File: config.mk
export PLATFORM = sky130hd
export DESIGN_NAME = portamento_key_glide_unit
export DESIGN_NICKNAME = d
export VERILOG_FILES = /design/src/rtl/pkglide_pkg.sv /design/src/rtl/pkglide_alu.sv /design/src/rtl/pkglide_muldiv.sv /design/src/rtl/portamento_key_glide_unit.sv
export SDC_FILE = /design/constraint.sdc
export NUM_CORES = 1
export LEC_CHECK = 0
export BUFFER_PORTS_ARGS = -buffer_cell sky130_fd_sc_hd__clkbuf_2
export CAP_MARGIN = 20
export CELL_PAD_IN_SITES_DETAIL_PLACEMENT = 1
export CELL_PAD_IN_SITES_GLOBAL_PLACEMENT = 2
export CORE_MARGIN = 2
export CORE_UTILIZATION = 43
export CTS_CLUSTER_DIAMETER = 40
export CTS_CLUSTER_SIZE = 14
export DETAILED_ROUTE_END_ITERATION = 8
export PLACE_DENSITY_LB_ADDON = 0.05
export SYNTH_ARGS = -nofsm -noshare
export SYNTH_HDL_FRONTEND = slang
export SYNTH_SLANG_ARGS = --single-unit
File: constraint.sdc
create_clock -name clk -period 15.1 [get_ports clk]
set_input_delay 0.755 -clock clk [delete_from_list [all_inputs] [get_ports clk]]
set_output_delay 0.755 -clock clk [all_outputs]
set_load 0.02 [all_outputs]
File: src/rtl/pkglide_pkg.sv
// Shared types and codes for the portamento key glide block.
// No dependencies; imported by every module of the block.
`default_nettype none

package pkglide_pkg;

    localparam int KEY_W  = 16;   // key value width
    localparam int LEN_W  = 20;   // glide length / position width
    localparam int OFF_W  = 17;   // signed key offset width
    localparam int CNT_W  = 4;    // iteration counter, counts KEY_W steps
    localparam int ALU_W  = 21;   // shared add/sub operand width

    // Item kind carried on tuser
    typedef enum logic [1:0] {
        FUNC_SET_KEY = 2'd0,
        FUNC_KEY_ON  = 2'd1,
        FUNC_TICK    = 2'd2,
        FUNC_NONE    = 2'd3
    } func_t;

    typedef enum logic {
        ALU_ADD = 1'b0,
        ALU_SUB = 1'b1
    } alu_op_t;

    // Request from the glide control to the scale unit
    typedef struct packed {
        logic              start;
        logic              neg;    // offset is negative: round quotient up
        logic [KEY_W-1:0]  mag;    // |offset|
        logic [LEN_W-1:0]  mult;   // glide position after increment
        logic [LEN_W-1:0]  den;    // glide length, nonzero
    } md_req_t;

    typedef struct packed {
        logic              done;
        logic [KEY_W-1:0]  quot;   // rounded |offset| * pos / len
    } md_rsp_t;

endpackage : pkglide_pkg

`default_nettype wire

File: src/rtl/pkglide_alu.sv
// Shared adder/subtractor used by the scale unit for both the
// multiply and divide passes. Depends on pkglide_pkg.
`default_nettype none

module pkglide_alu (
    input  wire pkglide_pkg::alu_op_t          op,
    input  wire logic [pkglide_pkg::ALU_W-1:0] a,
    input  wire logic [pkglide_pkg::ALU_W-1:0] b,
    output logic      [pkglide_pkg::ALU_W:0]   res   // top bit: carry / borrow
);
    import pkglide_pkg::*;

    always_comb
    begin
        unique case (op)
            ALU_ADD: res = {1'b0, a} + {1'b0, b};
            ALU_SUB: res = {1'b0, a} - {1'b0, b};
            default: res = {1'b0, a};
        endcase
    end

endmodule : pkglide_alu

`default_nettype wire

File: src/rtl/pkglide_muldiv.sv
// Iterative scale unit: shift-add multiply then restoring divide, both
// on one shared pkglide_alu. Depends on pkglide_pkg and pkglide_alu.
`default_nettype none

module pkglide_muldiv (
    input  wire logic                 clk,
    input  wire logic                 rst_n,
    input  wire pkglide_pkg::md_req_t req,
    output pkglide_pkg::md_rsp_t      rsp
);
    import pkglide_pkg::*;

    typedef enum logic [3:0] {
        MD_IDLE = 4'b0001,
        MD_MUL  = 4'b0010,
        MD_DIV  = 4'b0100,
        MD_DONE = 4'b1000
    } md_state_t;

    md_state_t        state_reg, state_next;
    logic [CNT_W-1:0] cnt_reg, cnt_next;
    // {hi, lo} is the 36-bit product during MUL; hi = remainder, lo = quotient in DIV
    logic [LEN_W-1:0] hi_reg, hi_next;
    logic [KEY_W-1:0] lo_reg, lo_next;
    logic [LEN_W-1:0] mult_reg, mult_next;
    logic [LEN_W-1:0] den_reg, den_next;
    logic             neg_reg, neg_next;

    alu_op_t          alu_op;
    logic [ALU_W-1:0] alu_a, alu_b;
    logic [ALU_W:0]   alu_res;
    logic [ALU_W-1:0] mul_sum;
    logic [ALU_W-1:0] div_trial;

    pkglide_alu u_alu (
        .op  (alu_op),
        .a   (alu_a),
        .b   (alu_b),
        .res (alu_res)
    );

    assign div_trial = {hi_reg, lo_reg[KEY_W-1]};

    always_comb
    begin
        if (state_reg == MD_DIV)
        begin
            alu_op = ALU_SUB;
            alu_a  = div_trial;
            alu_b  = {1'b0, den_reg};
        end
        else
        begin
            alu_op = ALU_ADD;
            alu_a  = {1'b0, hi_reg};
            alu_b  = {1'b0, mult_reg};
        end
    end

    assign mul_sum = lo_reg[0] ? alu_res[ALU_W-1:0] : {1'b0, hi_reg};

    always_comb
    begin
        state_next = state_reg;
        cnt_next   = cnt_reg;
        hi_next    = hi_reg;
        lo_next    = lo_reg;
        mult_next  = mult_reg;
        den_next   = den_reg;
        neg_next   = neg_reg;
        unique case (state_reg)
            MD_IDLE:
            begin
                if (req.start)
                begin
                    hi_next    = '0;
                    lo_next    = req.mag;
                    mult_next  = req.mult;
                    den_next   = req.den;
                    neg_next   = req.neg;
                    cnt_next   = '0;
                    state_next = MD_MUL;
                end
            end
            MD_MUL:
            begin
                hi_next  = mul_sum[ALU_W-1:1];
                lo_next  = {mul_sum[0], lo_reg[KEY_W-1:1]};
                cnt_next = cnt_reg + 1'b1;
                if (cnt_reg == CNT_W'(KEY_W - 1))
                begin
                    state_next = MD_DIV;
                end
            end
            MD_DIV:
            begin
                // borrow clear: trial remainder >= divisor
                if (!alu_res[ALU_W])
                begin
                    hi_next = alu_res[LEN_W-1:0];
                end
                else
                begin
                    hi_next = div_trial[LEN_W-1:0];
                end
                lo_next  = {lo_reg[KEY_W-2:0], ~alu_res[ALU_W]};
                cnt_next = cnt_reg + 1'b1;
                if (cnt_reg == CNT_W'(KEY_W - 1))
                begin
                    state_next = MD_DONE;
                end
            end
            MD_DONE:
            begin
                state_next = MD_IDLE;
            end
            default:
            begin
                state_next = MD_IDLE;
            end
        endcase
    end

    always_ff @(posedge clk or negedge rst_n)
    begin
        if (!rst_n)
        begin
            state_reg <= MD_IDLE;
            cnt_reg   <= '0;
        end
        else
        begin
            state_reg <= state_next;
            cnt_reg   <= cnt_next;
        end
    end

    always_ff @(posedge clk)
    begin
        hi_reg   <= hi_next;
        lo_reg   <= lo_next;
        mult_reg <= mult_next;
        den_reg  <= den_next;
        neg_reg  <= neg_next;
    end

    // negative offset rounds toward minus infinity: ceil of the magnitude
    assign rsp.done = (state_reg == MD_DONE);
    assign rsp.quot = lo_reg + KEY_W'(neg_reg && (hi_reg != '0));

endmodule : pkglide_muldiv

`default_nettype wire

File: src/rtl/portamento_key_glide_unit.sv
// Top level of the portamento key glide block: stream ports, key state,
// glide control. Depends on pkglide_pkg and pkglide_muldiv.
`default_nettype none

// Linear portamento for one synth voice. Each input beat carries a kind on
// tuser (set target key, key on, sample tick) and a key on tdata; each beat
// yields exactly one output beat with the key after the beat is applied.
// Set-key, key-on, idle ticks and settling ticks finish in the accept cycle
// and their result is registered for the next cycle. A tick that moves a
// running glide computes origin + floor(offset * position / length) on the
// iterative scale unit: 16 shift-add multiply steps and 16 restoring divide
// steps on one shared 21-bit adder, then a done state; the result goes to
// the output register, and the next input beat can be taken once the block
// is idle again. One beat is in flight at a time; s_axis_tready
// is low while the scale unit runs or while an unread result would block the
// output register. glide_length is written on the cfg channel (always
// ready) and must only be changed while the block is idle. There is no
// clearing pass after reset.
module portamento_key_glide_unit #(
    parameter int unsigned DEFAULT_KEY = 24576
) (
    input  wire logic                         clk,
    input  wire logic                         rst_n,
    // input stream
    input  wire logic                         s_axis_tvalid,
    output logic                              s_axis_tready,
    input  wire logic [pkglide_pkg::KEY_W-1:0] s_axis_tdata,  // [15:0] new_key
    input  wire logic [1:0]                   s_axis_tuser,  // [1:0] func
    // output stream
    output logic                              m_axis_tvalid,
    input  wire logic                         m_axis_tready,
    output logic      [pkglide_pkg::KEY_W-1:0] m_axis_tdata,  // [15:0] current_key
    // glide_length register
    input  wire logic                         cfg_valid,
    output logic                              cfg_ready,
    input  wire logic [pkglide_pkg::LEN_W-1:0] cfg_data
);
    import pkglide_pkg::*;

    localparam logic [KEY_W-1:0] RESET_KEY = KEY_W'(DEFAULT_KEY);

    typedef enum logic [1:0] {
        ST_IDLE = 2'b01,
        ST_CALC = 2'b10
    } state_t;

    state_t                  state_reg, state_next;
    logic [LEN_W-1:0]        glide_length_reg, glide_length_next;
    logic [KEY_W-1:0]        key_current_reg, key_current_next;
    logic [KEY_W-1:0]        key_origin_reg, key_origin_next;
    logic signed [OFF_W-1:0] key_offset_reg, key_offset_next;
    logic [LEN_W-1:0]        glide_position_reg, glide_position_next;
    logic                    out_valid_reg, out_valid_next;
    logic [KEY_W-1:0]        out_data_reg, out_data_next;

    func_t                   func;
    logic                    in_beat;
    logic [KEY_W-1:0]        target_key;
    logic [OFF_W-1:0]        offset_neg;
    logic [KEY_W-1:0]        offset_mag;
    logic [KEY_W-1:0]        scaled_key;
    md_req_t                 md_req;
    md_rsp_t                 md_rsp;

    assign func          = func_t'(s_axis_tuser);
    assign s_axis_tready = (state_reg == ST_IDLE) && (!out_valid_reg || m_axis_tready);
    assign in_beat       = s_axis_tvalid && s_axis_tready;
    assign cfg_ready     = 1'b1;
    assign m_axis_tvalid = out_valid_reg;
    assign m_axis_tdata  = out_data_reg;

    // target = origin + offset, always within key range
    assign target_key = key_origin_reg + key_offset_reg[KEY_W-1:0];
    assign offset_neg = -key_offset_reg;
    assign offset_mag = key_offset_reg[OFF_W-1] ? offset_neg[KEY_W-1:0]
                                                : key_offset_reg[KEY_W-1:0];
    assign scaled_key = key_offset_reg[OFF_W-1] ? key_origin_reg - md_rsp.quot
                                                : key_origin_reg + md_rsp.quot;

    pkglide_muldiv u_muldiv (
        .clk   (clk),
        .rst_n (rst_n),
        .req   (md_req),
        .rsp   (md_rsp)
    );

    always_comb
    begin
        state_next          = state_reg;
        glide_length_next   = glide_length_reg;
        key_current_next    = key_current_reg;
        key_origin_next     = key_origin_reg;
        key_offset_next     = key_offset_reg;
        glide_position_next = glide_position_reg;
        out_valid_next      = out_valid_reg && !m_axis_tready;
        out_data_next       = out_data_reg;

        md_req.start = 1'b0;
        md_req.neg   = key_offset_reg[OFF_W-1];
        md_req.mag   = offset_mag;
        md_req.mult  = glide_position_reg + 1'b1;
        md_req.den   = glide_length_reg;

        if (cfg_valid && cfg_ready)
        begin
            glide_length_next = cfg_data;
        end

        if (in_beat)
        begin
            out_valid_next = 1'b1;
            out_data_next  = key_current_reg;
            unique case (func)
                FUNC_SET_KEY:
                begin
                    key_origin_next     = key_current_reg;
                    key_offset_next     = $signed({1'b0, s_axis_tdata})
                                        - $signed({1'b0, key_current_reg});
                    glide_position_next = '0;
                end
                FUNC_KEY_ON:
                begin
                    key_current_next = target_key;
                    key_origin_next  = target_key;
                    key_offset_next  = '0;
                    out_data_next    = target_key;
                end
                FUNC_TICK:
                begin
                    if ((glide_length_reg != '0) && (key_offset_reg != '0))
                    begin
                        if (glide_position_reg < glide_length_reg)
                        begin
                            // glide step: result comes from the scale unit
                            glide_position_next = glide_position_reg + 1'b1;
                            md_req.start        = 1'b1;
                            out_valid_next      = 1'b0;
                            state_next          = ST_CALC;
                        end
                        else
                        begin
                            // settle on target
                            key_current_next = target_key;
                            key_origin_next  = target_key;
                            key_offset_next  = '0;
                            out_data_next    = target_key;
                        end
                    end
                    else
                    begin
                        key_current_next = target_key;
                        out_data_next    = target_key;
                    end
                end
                default:
                begin
                    out_data_next = key_current_reg;
                end
            endcase
        end

        // output register is empty here: accept required it free
        if ((state_reg == ST_CALC) && md_rsp.done)
        begin
            key_current_next = scaled_key;
            out_data_next    = scaled_key;
            out_valid_next   = 1'b1;
            state_next       = ST_IDLE;
        end
    end

    always_ff @(posedge clk or negedge rst_n)
    begin
        if (!rst_n)
        begin
            state_reg          <= ST_IDLE;
            glide_length_reg   <= '0;
            key_current_reg    <= RESET_KEY;
            key_origin_reg     <= RESET_KEY;
            key_offset_reg     <= '0;
            glide_position_reg <= '0;
            out_valid_reg      <= 1'b0;
        end
        else
        begin
            state_reg          <= state_next;
            glide_length_reg   <= glide_length_next;
            key_current_reg    <= key_current_next;
            key_origin_reg     <= key_origin_next;
            key_offset_reg     <= key_offset_next;
            glide_position_reg <= glide_position_next;
            out_valid_reg      <= out_valid_next;
        end
    end

    always_ff @(posedge clk)
    begin
        out_data_reg <= out_data_next;
    end

endmodule : portamento_key_glide_unit

`default_nettype wire

# ---- Word-level counts from Yosys, hierarchy flattened
# Index checks and enable logic that the tools add are counted.
dict set report op_classes {
  n_addsub 10
  n_mux 46
  n_eq_ne 15
  bitwise_logic 2
  reduce_logical 29
  order_cmp 1
}
# cell count
set ops {}
lappend ops {{16-bit two-way mux} 9}
lappend ops {{20-bit two-way mux} 5}
lappend ops {{16-bit case mux with 3 select lines} 2}
lappend ops {{20-bit case mux with 3 select lines} 1}
lappend ops {{17-bit case mux with 3 select lines} 1}
lappend ops {{22-bit case mux with 2 select lines} 1}
lappend ops {{21-bit two-way mux} 2}
lappend ops {{20-bit case mux with 2 select lines} 1}
lappend ops {{20-bit nonzero test} 2}
lappend ops {{17-bit two-way mux} 2}
lappend ops {{16-bit adder} 2}
lappend ops {{16-bit case mux with 2 select lines} 1}
lappend ops {{21-bit by 20-bit adder with 22-bit output} 1}
lappend ops {{21-bit by 21-bit subtractor with 22-bit output} 1}
lappend ops {{20-bit by 1-bit adder with 20-bit output (second input constant)} 1}
lappend ops {{20-bit less-than comparator} 1}
lappend ops {{17-bit nonzero test} 1}
lappend ops {{16-bit by 16-bit subtractor with 17-bit output} 1}
lappend ops {{16-bit by 1-bit adder with 16-bit output} 1}
lappend ops {{4-bit two-way mux} 4}
lappend ops {{16-bit negation} 1}
lappend ops {{16-bit subtractor} 1}
lappend ops {{4-bit case mux with 3 select lines} 1}
lappend ops {{4-bit AND reduction} 3}
lappend ops {{22 further kinds} 57}
dict set report word_totals {
  wordCells 118
  output_inout_bits 19
  in_bits 43
  reg_bits 193
}

# ---- Longest topological paths before layout
dict set report depth {
  ltp_word 7
  depth_mapped 23
  ltp_nobuf 22
}

# ---- Cells and area by module
# A second synthesis with hierarchy kept.
dict set report hier_totals {
  cells_unflattened 1587
  area_unflattened_um2 14156.1
}
# mod cells_each seq_area_each_um2 instances area_per_inst_um2
set modules_own_cells {}
lappend modules_own_cells {portamento_key_glide_unit 924 2788.9 1 8092.8}
lappend modules_own_cells {pkglide_muldiv 420 2513.7 1 4421.7}
lappend modules_own_cells {pkglide_alu 243 0.0 1 1641.6}

# ---- Worst setup path after synthesis
# OpenSTA, ideal clock, no wires.
dict set report synth_path {
  path_type {flip-flop to flip-flop}
  start {reg u_muldiv.state_reg[1]}
  end {reg u_muldiv.hi_reg[19] (data pin)}
  setup_slack_ns 10.243
  setup_ns 0.270
  required_ns 14.830
  path_stages_with_launch 21
  arrival_ns 4.587
  path_buffers 4
  synth_period_minus_slack_ns 4.857
  cell_sequence {dfrtp_1 -> or4b_1 -> buf_2 -> clkbuf_1 -> clkbuf_1 -> a21oi_1 -> ha_1 -> clkbuf_1 -> nand3b_1 -> xnor2_1 -> nand2_1 -> o21ai_0 -> ha_1 -> and4_1 -> and2_1 -> a221o_1 -> a211oi_1 -> o21a_1 -> o221a_2 -> nor4_1 -> or3b_2}
}
dict set report synth_between {
  elab_chain_len 6
  elab_cells_between_ends 13
  classes_between {add/sub (2); eq/ne (3); mux (7); bitwise (1)}
}
# element line
set synth_lines {}
lappend synth_lines {{start, declared} pkglide_muldiv.sv:20} ;# md_state_t state_reg, state_next;
lappend synth_lines {{start signal, assigned} pkglide_muldiv.sv:133} ;# state_reg <= state_next;
lappend synth_lines {{4-bit by 3-bit equality test with 1-bit output} {pkglide_muldiv.sv:46, pkglide_muldiv.sv:71}}
lappend synth_lines {{21-bit two-way mux (tied with other cells)} pkglide_muldiv.sv:46} ;# if (state_reg == MD_DIV)
lappend synth_lines {{21-bit by 21-bit subtractor with 22-bit output (tied with other cells)} pkglide_alu.sv:17} ;# ALU_SUB: res = {1'b0, a} - {1'b0, b};
lappend synth_lines {{22-bit case mux with 2 select lines} pkglide_alu.sv:15} ;# unique case (op)
lappend synth_lines {{20-bit two-way mux or 21-bit two-way mux (tied branches)} {pkglide_muldiv.sv:98, pkglide_muldiv.sv:60}}
lappend synth_lines {{20-bit case mux with 3 select lines (*)} pkglide_muldiv.sv:71} ;# unique case (state_reg)
lappend synth_lines {{named net u_muldiv.hi_next[19]} pkglide_muldiv.sv:23} ;# logic [LEN_W-1:0] hi_reg, hi_next;
lappend synth_lines {{end signal, assigned} pkglide_muldiv.sv:140} ;# hi_reg <= hi_next;
lappend synth_lines {{end, declared} pkglide_muldiv.sv:23}
# Mark *: on every way through the listed nets, which the timed path passes. The rest lies on a longest branch.
# A chain may end at the register's enable or synchronous reset.

# ---- Final worst setup path
dict set report layout_path {
  start {reg u_muldiv.hi_reg[13]}
  end {reg out_data_reg[15] (netlist: m_axis_tdata[15]) (data pin)}
}
dict set report layout_between {
  elab_chain_len 6
  elab_cells_between_ends 7
  classes_between {add/sub (3); mux (2); reduce/logical (2)}
}
# element line
set layout_lines {}
lappend layout_lines {{20-bit nonzero test (*)} pkglide_muldiv.sv:149} ;# assign rsp.quot = lo_reg + KEY_W'(neg_reg && (hi_reg != '0));
lappend layout_lines {{1-bit logical AND (*)} pkglide_muldiv.sv:149}
lappend layout_lines {{16-bit by 1-bit adder with 16-bit output (*)} pkglide_muldiv.sv:149}
lappend layout_lines {{16-bit adder or 16-bit subtractor (tied branches)} {portamento_key_glide_unit.sv:78, portamento_key_glide_unit.sv:77}}
lappend layout_lines {{16-bit two-way mux (*)} portamento_key_glide_unit.sv:77} ;# assign scaled_key = key_offset_reg[OFF_W-1] ? key_origin_reg - md_rsp.quot
lappend layout_lines {{16-bit two-way mux (*)} -}
lappend layout_lines {{named net key_current_next[15]} portamento_key_glide_unit.sv:49} ;# logic [KEY_W-1:0] key_current_reg, key_current_next;
lappend layout_lines {{end signal, assigned} portamento_key_glide_unit.sv:198} ;# out_data_reg <= out_data_next;
lappend layout_lines {{end, declared} portamento_key_glide_unit.sv:54} ;# logic [KEY_W-1:0] out_data_reg, out_data_next;
# Marked as above.

==> impl_results.md <==
* Status: finished clean
* Maximum net fanout on the critical path at 8
* Layout cell share with drive strength beyond 1 at 0.09459
* GRT overflow at 0
* Worst path required time at 15.28 ns
* Slew margin rel. at 0.2680
* TritonCTS clock tree: done
* Final antenna-violating net count at 0
* Critical Path End Type: flip-flop
* Peak supply drop at 0.09156 mV
* Routed vias at 12140
* Worst hold slack at 0.3737 ns
* Leakage at 6.638 nW
* Inst Count DP at 2037
* Syn nets at 1748
* Net Sw Frac at 0.4203
* Crit share post-route at 0.3706
* Hold_buf cts at 0
* Arrival @ worst endpoint at 5.78 ns
* Initial Utilization at 0.4390
* Final Critical Period at 5.595 ns
* Design area at 0.01568 mm²
* Dpl cell area at 0.01500 mm²
* Setup slack after layout at 9.505 ns
* Fin cells at 2070
* Synth Warn # at 0
* Vias per cell at 5.866
* Avg WL per Cell at 21.16 µm
* Slew Limit Fails at 0
* Number of synthesized flops with an enable pin at 93
* Seq pwr share at 0.363
* Min-Delay Path Class: in2async
* Clock Power Share at 0.228
* Switching power total at 0.9328 mW
* Int Pwr at 1.286 mW
* Core box area at 0.03270 mm²
* # DRC at 0
* Max Fclk at 178.7 MHz
* Clk Latency, worst-skew pair at 0.46 ns
* # port buffers at 60
* Total Routing Usage GR at 0.2545
* Register area at 0.005303 mm²
* Die footprint at 0.03486 mm²
* GP Congestion at 0.8272
* Die Ht at 186.7 µm
* Power per cell area at 141.6 mW/mm²
* P&R area growth vs syn at 9.195%
* Place WS at 9.571 ns
* DR iter-0 viols at 982
* Sum of negative setup slack at 0 ns
* Final setup fails at 0
* Fillers at 3876
* First drt pass iteration count at 5
* Syn Std Cell Area at 0.01436 mm²
* Max cap viols at 0
* Most used flip-flop cell after synthesis: dfrtp_1
* Initial antenna violation count at 1
* ANT cells at 0
* First-pass GRT wire length at 70190 µm
* Worst-path clk slew at 0.08 ns
* Pwr Total at 2.219 mW
* IO Pins at 62
* Detailed Place HPWL at 32510 µm
* Final Hold Viols at 0
* Worst slew pin tran at 1.098 ns
* Row Count at 66
* Synthesized instance count at 1605
* Fraction of registers with async set/reset at 0.5181
* Die X at 186.7 µm
* CTS buffer count at 17
* Post-CTS Resized at 0
* Fin util at 0.4794
* WL final at 43790 µm
* Worst setup skew after layout at 0.01851 ns
* Gate power share at 0.408
* Htree depth at 4
* Vias in the first global route at 12130
* Netlist cell types at 80
* Post-CTS setup buffers at 0
* Clock sink count at 193
* Final #Nets at 1758
* Mapped Avg Cell Area at 8.945 µm²
* Sequential area share after synthesis at 0.3694
* RSZ-0062 raised after global routing: no
* Multi-input logic area at 0.008432 mm²
* Max clock buf depth at 2
* Critical Path Source Type: flip-flop
* Root Driver: clkbuf_16
* Crit Path Class: reg2reg
* Largest net degree at the start of global routing at 77
* R2r setup slk at 9.50 ns
* Seq cells post-synth at 193
logic make-up after synthesis:
| logic type | share of synthesized area |
|---|---|
| simple gates | 0.1762 |
| compound gates | 0.1949 |
| flops | 0.3694 |
| buf+inv | 0.04488 |
| xor+xnor | 0.07870 |
| fa+ha+maj | 0.08925 |
| mux | 0.04645 |
| other cells | 0.0002612 |
metal layers:
layer	track usage	wire length, µm
met5	0	0
met4	0.05495	448
met3	0.03047	1728
met2	0.3580	17890
met1	0.4106	23730
final timing paths:
check                               startpoint                endpoint  depth (start not counted)
max in group asynchronous                rst_n  glide_position_reg[10]                          2
min                                      rst_n     glide_length_reg[8]                          1
max                        u_muldiv.hi_reg[13]        m_axis_tdata[15]                         19
max reg2reg                u_muldiv.hi_reg[13]        m_axis_tdata[15]                         19
min in group clk                  state_reg[0]            state_reg[0]                          2
min reg2reg                       state_reg[0]            state_reg[0]                          2
synthesized netlist by cell type, types with 5 or more instances:
master / instances / area [µm²]
mux2i_1: 64 / 640.6
nand3_1: 54 / 270.3
edfxtp_1: 93 / 2793
a22oi_1: 17 / 127.6
o31ai_1: 28 / 210.2
o41ai_1: 5 / 43.79
nor3_1: 36 / 180.2
a22o_1: 8 / 70.07
a21oi_2: 10 / 87.58
buf_2: 8 / 40.04
a221oi_1: 16 / 140.1
dfrtp_1: 94 / 2352
or4_1: 5 / 37.54
nor2b_1: 14 / 87.58
a211o_1: 5 / 43.79
or2_2: 9 / 56.30
a21oi_1: 103 / 515.5
and4_1: 5 / 43.79
o21ai_0: 104 / 520.5
o21bai_1: 5 / 37.54
nor4_1: 26 / 162.7
a31oi_1: 11 / 68.82
clkbuf_1: 71 / 266.5
or3_1: 9 / 56.30
ha_1: 96 / 1201
nand2b_1: 11 / 68.82
xor2_1: 50 / 437.9
xnor2_1: 79 / 691.9
nand2_1: 195 / 732.0
and3_1: 18 / 112.6
a21o_1: 17 / 127.6
nor2_1: 96 / 360.4
dfstp_2: 6 / 157.7
o21a_1: 22 / 165.2
and2_1: 9 / 56.30
a211oi_1: 15 / 112.6
o22ai_1: 25 / 156.4
nand3b_1: 6 / 45.04
inv_1: 76 / 285.3
nand4_1: 14 / 87.58
layout by cell type (no fill, tap or decap), types with 14 or more instances in the layout:
master,count
xor2_1,50
nand3_1,54
o21a_1,22
o22ai_1,25
ha_1,96
and3_1,18
buf_4,17
xnor2_1,79
dfrtp_1,94
a21o_1,17
inv_1,76
edfxtp_1,93
nor3_1,36
nand4_1,14
a22oi_1,17
nor4_1,26
nor2b_1,14
a211oi_1,15
nand2_1,195
mux2i_1,64
clkbuf_2,59
a21oi_1,103
nor2_1,96
clkbuf_16,18
o31ai_1,27
a221oi_1,16
o21ai_0,104
critical path, stage by stage, from the launching register on:
cell	delay, ns
edfxtp_1	0.47
nor4_1	0.42
nand3_1	0.13
o21a_1	0.23
ha_1	0.23
ha_1	0.30
xnor2_1	0.20
nand4_1	0.11
a2111oi_0	0.58
buf_1	0.23
a21oi_1	0.10
xnor2_1	0.23
ha_1	0.33
nand3_1	0.10
a211oi_1	0.07
o41ai_1	0.79
a211oi_1	0.18
a211oi_1	0.31
xnor2_1	0.19
a21oi_1	0.11
final cells by class:
cell class | instances | share of cell area
Tap cell | 442 | 0.03528
Clock inverter | 14 | 0.01317
Timing Repair Buffer | 78 | 0.02849
Sequential cell | 193 | 0.3383
Clock buffer | 18 | 0.02873
Multi-Input combinational cell | 1249 | 0.5379
Inverter | 76 | 0.01820
power by group through the flow:
stage	Clock [mW]	Combinational [mW]	Sequential [mW]
floorplan	0	0.681	0.745
global placement	0	0.874	0.806
detailed placement	0	0.894	0.810
CTS	0.516	0.903	0.800
global route	0.537	1.02	0.815
finish	0.507	0.906	0.806
(Power assumes the default switching activity.)
